--- config.mk ---
export PLATFORM = sky130hd
export DESIGN_NAME = coalescing_blocked_task_queue_core
export DESIGN_NICKNAME = d
export VERILOG_FILES = /design/src/rtl/cbtq_pkg.sv /design/src/rtl/cbtq_cell.sv /design/src/rtl/coalescing_blocked_task_queue_core.sv
export SDC_FILE = /design/constraint.sdc
export NUM_CORES = 2
export LEC_CHECK = 0
export ABC_AREA = 1
export BUFFER_PORTS_ARGS = -buffer_cell sky130_fd_sc_hd__buf_2
export CAP_MARGIN = 20
export CELL_PAD_IN_SITES_DETAIL_PLACEMENT = 1
export CELL_PAD_IN_SITES_GLOBAL_PLACEMENT = 2
export CORE_ASPECT_RATIO = 1.2
export CORE_MARGIN = 2
export CORE_UTILIZATION = 25
export CTS_CLUSTER_DIAMETER = 40
export DETAILED_ROUTE_END_ITERATION = 16
export PLACE_DENSITY_LB_ADDON = 0.1
export SLEW_MARGIN = 0
export SYNTH_ARGS = -nofsm -noshare
export SYNTH_HDL_FRONTEND = slang
export SYNTH_SLANG_ARGS = --single-unit
--- constraint.sdc ---
create_clock -name clk -period 23.9 [get_ports clk]
set_input_delay 4.78 -clock clk [delete_from_list [all_inputs] [get_ports clk]]
set_output_delay 4.78 -clock clk [all_outputs]
set_load 0.01 [all_outputs]
--- src/rtl/cbtq_pkg.sv ---
// shared types and constants for the coalescing blocked task queue
`timescale 1ns / 1ps
package cbtq_pkg;
  localparam int DEPTH = 16;
  localparam int CNT_W = $clog2(DEPTH + 1);
  localparam int IDX_W = (DEPTH > 1) ? $clog2(DEPTH) : 1;

  localparam logic [1:0] POL_HOT = 2'd1;
  localparam logic [1:0] POL_DISCARD = 2'd2;

  localparam logic [2:0] ST_ACCEPTED = 3'd0;
  localparam logic [2:0] ST_COALESCED = 3'd1;
  localparam logic [2:0] ST_DROPPED = 3'd2;
  localparam logic [2:0] ST_REJECTED = 3'd3;
  localparam logic [2:0] ST_WOKEN = 3'd4;
  localparam logic [2:0] ST_NONE = 3'd5;

  typedef struct packed {
    logic [31:0] key;
    logic [1:0]  policy;
    logic [7:0]  reason;
    logic [2:0]  wake;
    logic [31:0] eligible;
    logic [31:0] revision;
  } entry_t;

  // per-cycle command broadcast to every cell
  typedef struct packed {
    logic        write;    // load this cell's slot from the new record
    logic        shift;    // take the upper neighbour's entry (close up)
    logic [IDX_W-1:0] wr_idx;
    logic [IDX_W-1:0] sh_idx; // cells at or above this index take the neighbour
  } cell_ctl_t;
endpackage

--- src/rtl/cbtq_cell.sv ---
// one queue slot: holds an entry and can take its upper neighbour's entry
`timescale 1ns / 1ps
module cbtq_cell (
  input  logic                 clk,
  input  logic [cbtq_pkg::IDX_W-1:0] my_idx,
  input  cbtq_pkg::cell_ctl_t  ctl,
  input  cbtq_pkg::entry_t     new_entry,
  input  cbtq_pkg::entry_t     upper,
  output cbtq_pkg::entry_t     entry
);
  cbtq_pkg::entry_t entry_r;
  assign entry = entry_r;

  always_ff @(posedge clk) begin
    if (ctl.write && ctl.wr_idx == my_idx) begin
      entry_r <= new_entry;
    end else if (ctl.shift && my_idx >= ctl.sh_idx) begin
      entry_r <= upper;
    end
  end
endmodule

--- src/rtl/coalescing_blocked_task_queue_core.sv ---
// top level: coalescing blocked task queue on a row of shifting cells
//
//  channel | direction | handshake      | payload
//  in_     | input     | valid / stall  | kind, record fields, wake revisions
//  out_    | output    | valid / stall  | status, woken record, last, occupancy
//  cfg_    | input     | valid / ready  | capacity (5 bits)
//
// a push checks one cell a cycle: first the key search over the held cells (the final
// step appends), then the discardable search when the queue is full, then the result
// beat is loaded.
// a wake checks one cell a cycle while the output is free; a due cell is held back so
// that the final beat can carry last, and the row closes up behind it in the same cycle.
// reset empties the queue and sets capacity to DEPTH; no clearing pass.
// a stalled output beat holds the sequencer; input is taken only when idle, with
// no beat waiting and no configuration write offered.
`timescale 1ns / 1ps
module coalescing_blocked_task_queue_core (
  input  logic        clk,
  input  logic        rst_n,
  input  logic        in_valid,
  output logic        in_stall,
  input  logic        in_kind,
  input  logic [31:0] in_signature,
  input  logic [1:0]  in_retention,
  input  logic [7:0]  in_blocking_reason,
  input  logic [2:0]  in_wake_kind,
  input  logic [31:0] in_next_eligible_loop,
  input  logic [31:0] in_seen_revision,
  input  logic [31:0] in_current_loop,
  input  logic [31:0] in_producer_revision,
  input  logic [31:0] in_resource_revision,
  input  logic [31:0] in_placement_revision,
  input  logic [31:0] in_goal_revision,
  output logic        out_valid,
  input  logic        out_stall,
  output logic [2:0]  out_status,
  output logic [31:0] out_signature,
  output logic [1:0]  out_retention,
  output logic [7:0]  out_reason,
  output logic [2:0]  out_wake_kind,
  output logic [31:0] out_next_loop,
  output logic [31:0] out_seen_revision,
  output logic        out_last,
  output logic [4:0]  out_occupancy,
  input  logic        cfg_valid,
  output logic        cfg_ready,
  input  logic [4:0]  cfg_capacity
);
  localparam int DEPTH = cbtq_pkg::DEPTH;
  localparam int CW = cbtq_pkg::CNT_W;
  localparam int IW = cbtq_pkg::IDX_W;

  // sequencer states
  localparam logic [2:0] S_IDLE = 3'd0;
  localparam logic [2:0] S_KEY  = 3'd1;
  localparam logic [2:0] S_DISC = 3'd2;
  localparam logic [2:0] S_WAKE = 3'd3;
  localparam logic [2:0] S_OUT  = 3'd4;

  logic [2:0]  state_r, state_nxt;
  logic [CW-1:0] held_r, held_nxt, cap_r, cap_nxt, ptr_r, ptr_nxt;
  logic        woke_r, woke_nxt;
  cbtq_pkg::entry_t rec_r;
  logic [31:0] now_r, prod_r, res_r, plc_r, goal_r;

  // woken beat held back until the next due cell or the end of the scan
  cbtq_pkg::entry_t hent_r, hent_nxt;
  logic [CW-1:0] hocc_r, hocc_nxt;

  // output register
  logic        ov_r, ov_nxt;
  logic [2:0]  ost_r, ost_nxt;
  cbtq_pkg::entry_t oent_r, oent_nxt;
  logic        olast_r, olast_nxt;
  logic [CW-1:0] oocc_r, oocc_nxt;

  cbtq_pkg::cell_ctl_t ctl;
  cbtq_pkg::entry_t ent [DEPTH];
  cbtq_pkg::entry_t cur;
  logic [IW-1:0] pidx;
  logic due;
  logic [31:0] rev_sel;

  // row of cells; the top cell takes its own value on a shift
  for (genvar g = 0; g < DEPTH; g++) begin : g_cell
    cbtq_cell u_cell (
      .clk       (clk),
      .my_idx    (IW'(g)),
      .ctl       (ctl),
      .new_entry (rec_r),
      .upper     (ent[(g + 1 < DEPTH) ? g + 1 : g]),
      .entry     (ent[g])
    );
  end

  assign pidx = ptr_r[IW-1:0];
  assign cur = ent[pidx];

  always_comb begin
    unique case (cur.wake)
      3'd1: rev_sel = prod_r;
      3'd2: rev_sel = res_r;
      3'd3: rev_sel = plc_r;
      3'd4: rev_sel = goal_r;
      default: rev_sel = cur.revision;
    endcase
    due = (now_r >= cur.eligible) || (rev_sel != cur.revision);
  end

  // sequencer stalls while a beat waits
  logic ofree;
  assign ofree = !ov_r || !out_stall;

  // an offered configuration write goes first, so input waits for it
  assign in_stall = (state_r != S_IDLE) || ov_r || cfg_valid;
  assign cfg_ready = (state_r == S_IDLE) && !ov_r;

  always_comb begin
    state_nxt = state_r; held_nxt = held_r; cap_nxt = cap_r; ptr_nxt = ptr_r;
    woke_nxt = woke_r; hent_nxt = hent_r; hocc_nxt = hocc_r;
    ov_nxt = ov_r && out_stall; ost_nxt = ost_r; oent_nxt = oent_r;
    olast_nxt = olast_r; oocc_nxt = oocc_r;
    ctl = '0;
    ctl.wr_idx = pidx;
    ctl.sh_idx = pidx;

    unique case (state_r)
      S_IDLE: begin
        if (cfg_valid && cfg_ready) begin
          cap_nxt = (cfg_capacity > 5'(DEPTH)) ? CW'(DEPTH) : CW'(cfg_capacity);
          held_nxt = '0;
        end else if (in_valid && !in_stall) begin
          ptr_nxt = '0;
          woke_nxt = 1'b0;
          state_nxt = in_kind ? S_WAKE : S_KEY;
        end
      end
      S_KEY: begin
        if (cap_r == '0) begin
          ost_nxt = (rec_r.policy == cbtq_pkg::POL_HOT) ?
                    cbtq_pkg::ST_REJECTED : cbtq_pkg::ST_DROPPED;
          state_nxt = S_OUT;
        end else if (ptr_r < held_r) begin
          if (cur.key == rec_r.key) begin
            ctl.write = 1'b1;
            ost_nxt = cbtq_pkg::ST_COALESCED;
            state_nxt = S_OUT;
          end else begin
            ptr_nxt = ptr_r + 1'b1;
          end
        end else if (held_r < cap_r) begin
          ctl.write = 1'b1;
          ctl.wr_idx = held_r[IW-1:0];
          held_nxt = held_r + 1'b1;
          ost_nxt = cbtq_pkg::ST_ACCEPTED;
          state_nxt = S_OUT;
        end else begin
          ptr_nxt = '0;
          state_nxt = S_DISC;
        end
      end
      S_DISC: begin
        if (ptr_r < held_r) begin
          if (cur.policy == cbtq_pkg::POL_DISCARD) begin
            // close up and append at the top slot
            ctl.shift = 1'b1;
            ctl.write = 1'b1;
            ctl.wr_idx = IW'(held_r - 1'b1);
            ost_nxt = cbtq_pkg::ST_ACCEPTED;
            state_nxt = S_OUT;
          end else begin
            ptr_nxt = ptr_r + 1'b1;
          end
        end else begin
          ost_nxt = (rec_r.policy == cbtq_pkg::POL_HOT) ?
                    cbtq_pkg::ST_REJECTED : cbtq_pkg::ST_DROPPED;
          state_nxt = S_OUT;
        end
      end
      S_OUT: begin
        if (ofree) begin
          ov_nxt = 1'b1; oent_nxt = '0; olast_nxt = 1'b1; oocc_nxt = held_r;
          state_nxt = S_IDLE;
        end
      end
      S_WAKE: begin
        if (ofree) begin
          if (ptr_r < held_r) begin
            if (due) begin
              ctl.shift = 1'b1;
              held_nxt = held_r - 1'b1;
              hent_nxt = cur;
              hocc_nxt = held_r - 1'b1;
              woke_nxt = 1'b1;
              // a later due cell means the held beat is not the final one
              if (woke_r) begin
                ov_nxt = 1'b1; ost_nxt = cbtq_pkg::ST_WOKEN; oent_nxt = hent_r;
                olast_nxt = 1'b0; oocc_nxt = hocc_r;
              end
            end else begin
              ptr_nxt = ptr_r + 1'b1;
            end
          end else if (woke_r) begin
            // scan over: the held beat is the final one
            ov_nxt = 1'b1; ost_nxt = cbtq_pkg::ST_WOKEN; oent_nxt = hent_r;
            olast_nxt = 1'b1; oocc_nxt = hocc_r;
            woke_nxt = 1'b0;
            state_nxt = S_IDLE;
          end else begin
            ov_nxt = 1'b1; ost_nxt = cbtq_pkg::ST_NONE; oent_nxt = '0;
            olast_nxt = 1'b1; oocc_nxt = held_r;
            state_nxt = S_IDLE;
          end
        end
      end
      default: state_nxt = S_IDLE;
    endcase
  end

  always_ff @(posedge clk) begin
    if (!rst_n) begin
      state_r <= S_IDLE; held_r <= '0; cap_r <= CW'(DEPTH); ptr_r <= '0;
      woke_r <= 1'b0; ov_r <= 1'b0;
    end else begin
      state_r <= state_nxt; held_r <= held_nxt; cap_r <= cap_nxt; ptr_r <= ptr_nxt;
      woke_r <= woke_nxt; ov_r <= ov_nxt;
    end
  end

  always_ff @(posedge clk) begin
    ost_r <= ost_nxt; oent_r <= oent_nxt; olast_r <= olast_nxt; oocc_r <= oocc_nxt;
    hent_r <= hent_nxt; hocc_r <= hocc_nxt;
    if (state_r == S_IDLE && in_valid && !in_stall) begin
      rec_r.key <= in_signature;
      rec_r.policy <= in_retention;
      rec_r.reason <= in_blocking_reason;
      rec_r.wake <= in_wake_kind;
      rec_r.eligible <= in_next_eligible_loop;
      rec_r.revision <= in_seen_revision;
      now_r <= in_current_loop;
      prod_r <= in_producer_revision;
      res_r <= in_resource_revision;
      plc_r <= in_placement_revision;
      goal_r <= in_goal_revision;
    end
  end

  assign out_valid = ov_r;
  assign out_status = ost_r;
  assign out_signature = oent_r.key;
  assign out_retention = oent_r.policy;
  assign out_reason = oent_r.reason;
  assign out_wake_kind = oent_r.wake;
  assign out_next_loop = oent_r.eligible;
  assign out_seen_revision = oent_r.revision;
  assign out_last = olast_r;
  assign out_occupancy = 5'(oocc_r);
endmodule

-- Yosys cells after proc, flatten, opt, wreduce, memory -nomap -nowiden
Index checks and enable logic that the tools add are counted.
- word-level logic and storage cells: 405
- register bits: 2265
- input bits: 280
- reduce and logical (&&, ||, !) cells: 76
- muxes and demuxes: 128
- order comparisons: 20
- add/sub/neg operators: 3
- bitwise gates (word level): 1
- equality and inequality tests: 48
- operator list (kind ; number):
    $mux W109 ; 38
    $bmux W109 S4 ; 1
    $pmux W109 S2 ; 1
    $pmux W32 S4 ; 1
    $mux W5 ; 25
    $mux W3 ; 21
    $logic_and A1 B1 Y1 ; 37
    $reduce_bool A2 Y1 ; 17
    $eq A32 B32 Y1 ; 1
    $eq A4 B4 Y1 const B ; 8
    $ge A32 B32 Y1 ; 1
    $ne A32 B32 Y1 ; 1
    $ge A4 B4 Y1 const A ; 7
    $ne A2 B2 Y1 const B ; 14
    $mux W1 ; 24
    $pmux W5 S4 ; 1
    $eq A4 B3 Y1 const B ; 4
    $ge A3 B4 Y1 const A ; 4
    $ne A3 B3 Y1 const B ; 5
    $pmux W3 S5 ; 1
    $pmux W5 S3 ; 1
    $reduce_and A7 Y1 ; 2
    $eq A3 B2 Y1 const B ; 4
    $mux W4 ; 3
    other kinds (33) ; 54

-- Depth between registers and ports, before layout
- depth after elaboration: 15
- gate-level depth with buffers: 34
- gate-level depth less buffers: 26

-- By module
A second synthesis with hierarchy kept.
- cell total of the unflattened synthesis: 13075
- area, all modules: 120536.9 um^2
- by module, submodules not included (module ; area each (um^2) ; sequential area each (um^2) ; times used ; cells each):
    cbtq_cell ; 5308.8 ; 3273.1 ; 16 ; 524
    coalescing_blocked_task_queue_core ; 35595.4 ; 15444.8 ; 1 ; 4691

-- Least setup slack after synthesis
Ideal clock, no wire load.
- kind: input port to flip-flop
- start: in cfg_valid
- end: reg ptr_r[3]
- path buffers: 0
- cell stages on the path: 10
- data arrival time: 18.319 ns
- required time: 23.768 ns
- setup slack: 5.449 ns
- setup time: 0.132 ns
- path through: inv_1 -> nand2_1 -> nor2_1 -> o21ai_0 -> nor3_1 -> o211ai_1 -> nor2_1 -> nand2_1 -> nand2_1 -> a21oi_1
- cells in the longest elaborated chain, start to end: 5
- ends and longest elaborated chain (what ; line ; text):
    start, declared ; coalescing_blocked_task_queue_core.sv:45 ; input logic cfg_valid,
    $logic_or A1 B1 Y1 ; coalescing_blocked_task_queue_core.sv:115 ; assign in_stall = (state_r != S_IDLE) || ov_r || cfg_valid;
    named net in_stall ; coalescing_blocked_task_queue_core.sv:21 ; output logic in_stall,
    $logic_not A1 Y1 ; coalescing_blocked_task_queue_core.sv:132 ; end else if (in_valid && !in_stall) begin
    $logic_and A1 B1 Y1 ; coalescing_blocked_task_queue_core.sv:132 ;
    $ne A2 B2 Y1 (no source line) ; - ;
    $reduce_and A11 Y1 (no source line) ; - ;
    end signal, assigned ; coalescing_blocked_task_queue_core.sv:225 ; state_r <= state_nxt; held_r <= held_nxt; cap_r <= cap_nxt; ptr_r <= ptr_nxt;
    end, declared ; coalescing_blocked_task_queue_core.sv:61 ; logic [CW-1:0] held_r, held_nxt, cap_r, cap_nxt, ptr_r, ptr_nxt;
The timed path passes the listed nets, and every way through them passes these cells.
A chain may end at the register's enable or synchronous reset.

-- Worst setup path in the final report
- start: in cfg_valid
- end: out in_stall
- cells in the longest elaborated chain, start to end: 1
- ends and longest elaborated chain (what ; line):
    $logic_or A1 B1 Y1 ; coalescing_blocked_task_queue_core.sv:115
    end, declared ; coalescing_blocked_task_queue_core.sv:21
Every way passes these cells.

==> impl_results.md <==
* Starting DRC count in detailed routing at between 5,000 and 6,000
* Distinct cell type count of the synthesized netlist at 46
* Final hold vios at 0
* CTS-repair resized insts at 0
* Pins over their slew limit at 0
* Critical path type: in -> out
* Clock transition time at the flip-flop clock pins of the worst setup and hold paths at 0.06 ns
* Min-delay worst type: reg -> reg
* Total of endpoints with negative setup slack in the final report at 0
* Clock Sink Count at 2,265
* Filler Cell Count at 47,406
* Static leakage at roughly 50 nW
* Number of I/O port buffers at 400
* Smallest hold slack at 0.448 ns
* Clk pwr share at 0.481
* Via density at about 4.9
* Routed wire per std cell at 27.4 um
* Most common cell after layout, fill and taps aside: sky130_fd_sc_hd__nand2_1
* Instance count of the mapped netlist at about 11,000
* Wire length of the first global-routing pass at 674 mm
* Leftover overflow at the end of global routing at 0
* H-tree lvl count at 5
* Number of DRC violations after detailed routing at 0
* Tmin final at roughly 10 ns
* Part of the Yosys area used for sequential elements at 0.638
* Total clock buffers created by CTS at 478
* Number of buffers between clock root and the deepest sink at 4
* Die outline area at 430,000 um2
* Hpwl dp at 284 mm
* Register bit count reported by yosys at roughly 2,300
* Critical path launch point type: primary input
* CP Capture Type: primary output
* Post-route setup slack at ~14 ns
* Maximum vdd drop at 0.0000609 V
* X dimension of the die at 599 um
* Hold-fix buffer count after cts at 0
* Worst slew pin tran at 1.21 ns
* Clock root buffer master: sky130_fd_sc_hd__clkbuf_16
* Highest cell delay on the worst timing path at 0.16 ns
* Max-cap violations at 0
* Antenna Violating Nets Remaining at 0
* Switching pwr at 0.00458 W
* Core ar. at 424,000 um2
* Required time at the endpoint of the critical path at 19.12 ns
* Max_slew headroom at 0.195
* Post-placement worst setup slack at 13.87 ns
* Clock tree from TritonCTS: done
* Most repeated library cell on the critical path: sky130_fd_sc_hd__buf_2
* Maximum number of pins on one net before global-route repair at 183
* Die height at 718 um
* Sequential Power Share at 0.343
* Cell area after synthesis at 106,000 um2
* Switch share at 0.317
* Power Density at 111 nW/um2
* Setup tns final at 0 ns
* Worst skew pair latency at approximately 1.0 ns
* Overall track demand over capacity in global routing at 0.215
* Setup repair bufs after CTS at 0
* Drt first pass iters at 6
* Cell row count at 262
* Ys Warns at 0
* Synthesized area divided by synthesized cell count at ~10 um2
* Final weighted congestion of routability-driven global placement at 0.765
* Library cell contributing the largest single delay on the critical path: sky130_fd_sc_hd__buf_2
* Starting density of the core at 0.251
* Run status: finished clean
* Internal cell power at between 0.009 and 0.01 W
* IO Pins at 401
* Comb pwr share at 0.176
* Number of nets in the finished design at around 11,000
* Proportion of layout cells with a drive suffix above 1 at 0.126
* Synthesized Nets at 11,198
* Max Clock Skew at 0.0487 ns
* Crit share post-route at 0.417
* Ordered list of cells on the worst path: buf_2, inv_1, nand2_1, buf_2
* Antenna violations before repair at 28
* Post-Route WL at 472 mm
* Total number of vias at 83,928
* Peak fanout along the critical path at 2
* Commonest cells after routing, fill and taps aside: sky130_fd_sc_hd__nand2_1 (2,319), sky130_fd_sc_hd__edfxtp_1 (2,245), sky130_fd_sc_hd__o21ai_0 (1,911)
* Via count of the first global-routing pass at 89,429
* Setup repair after global routing missed its margin: no
* Area growth from synthesis to final layout at 22.3%
* Fmax at 100 MHz
* Signal arrival time at the worst endpoint at 5.19 ns
[cells by family (layout without fill, tap and decap cells)]
family | after synthesis | in the layout | share of synthesized area
AND/OR/NAND/NOR | 4559 | 4559 | 0.169
AO/OA/AOI/OAI | 2694 | 2694 | 0.132
flip-flops | 2265 | 2265 | 0.638
buffers and inverters | 1282 | 1900 | 0.0531
adder cells (fa/ha/maj) | 45 | 45 | 0.00530
XOR/XNOR | 20 | 20 | 0.00165
multiplexers | 8 | 8 | 0.000754
other | 0 | 17 | 0
[state kept, by name (all words and copies together) (netlist names), 8 cells and up]
signal / count
out_reason: 8
out_seen_revision: 32
now_r: 32
rec_r: 109
out_signature: 32
hent_r: 109
res_r: 32
out_next_loop: 32
plc_r: 32
g_cell.u_cell.entry: 1744
goal_r: 32
prod_r: 32
[synthesized netlist by cell type, drive strengths merged]
master / count / area share
o2111ai: 79 / 0.0065
a22oi: 3 / 0.00021
xor2: 19 / 0.0016
edfxtp: 2245 / 0.63
mux2i: 8 / 0.00075
o211ai: 4 / 0.00028
o31ai: 1 / 0.000071
a211oi: 2 / 0.00014
nand2: 2359 / 0.084
nor4: 1 / 0.000059
a32o: 1 / 0.000094
clkbuf: 453 / 0.016
o221ai: 20 / 0.0016
o22ai: 92 / 0.0054
clkinv: 2 / 0.000071
buf: 402 / 0.022
o21bai: 1 / 0.000071
dfxtp: 20 / 0.0038
a2111oi: 2 / 0.00016
nor3: 353 / 0.017
a21o: 1 / 0.000071
o32ai: 1 / 0.000082
a21oi: 166 / 0.0078
o21a: 1 / 0.000071
ha: 45 / 0.0053
nor3b: 1 / 0.000071
a31oi: 4 / 0.00024
nand3: 122 / 0.0057
xnor2: 1 / 0.000082
inv: 425 / 0.015
nand4: 65 / 0.0038
nor2: 1658 / 0.059
o21ai: 2316 / 0.11
[power by group through the flow]
stage / Combinational [W] / Clock [W] / Sequential, W
global route: 0.00284 / 0.00727 / 0.00499
detailed placement: 0.00263 / 0 / 0.00504
CTS: 0.00264 / 0.00711 / 0.00497
floorplan: 0.00144 / 0 / 0.00503
global placement: 0.00262 / 0 / 0.00504
finish: 0.00255 / 0.00695 / 0.00496
[final timing paths]
path         cells after the start                                    end                  start  slack (ns)
max                              4                               in_stall              cfg_valid       13.93
min                              0  g_cell[15].u_cell.entry[23]$_DFFE_PP_    rec_r[23]$_DFFE_PP_        0.45
max reg2reg                     29   g_cell[6].u_cell.entry[40]$_DFFE_PP_  ptr_r[0]$_SDFFE_PN0P_       14.12
min reg2reg                      0  g_cell[15].u_cell.entry[23]$_DFFE_PP_    rec_r[23]$_DFFE_PP_        0.45
[routing by layer]
metal / up-vias / track usage / wire, um
met5: - / 0 / 33
met2: 1779 / 0.386 / 240000
met1: 43220 / 0.272 / 204000
met3: 615 / 0.0260 / 16500
li1: 38310 / - / -
met4: 4 / 0.0519 / 11400
[area by class of cell]
type	instances	area, um2	share of cell area
clock inverters	372	4390	0.0338
inverters	427	1640	0.0126
well taps	5676	7100	0.0546
flip-flops and latches	2265	67800	0.522
clock buffers	529	12300	0.0945
multi-input cells	7326	33200	0.255
repair buffers	572	3550	0.0273
diodes	17	42.5	0.000327
[critical path, delay by kind of cell]
| family | cells | cell delay, ns |
|---|---|---|
| buffers and inverters | 3 | 0.32 |
| and+or+nand+nor | 1 | 0.09 |
[stage by stage]
stage / power, W / instance area (um2) / utilization / instances
2_1_floorplan: 0.00647 / 106000 / - / 10873
3_3_place_gp: 0.00766 / 113000 / 0.267 / 16263
3_5_place_dp: 0.00766 / 113000 / 0.267 / 16265
4_1_cts: 0.0147 / 130000 / 0.307 / 17166
5_1_grt: 0.0151 / 130000 / 0.307 / 17169
6_report: 0.0145 / 130000 / 0.307 / 17184
No activity file was read; power rests on OpenSTA's default activity.
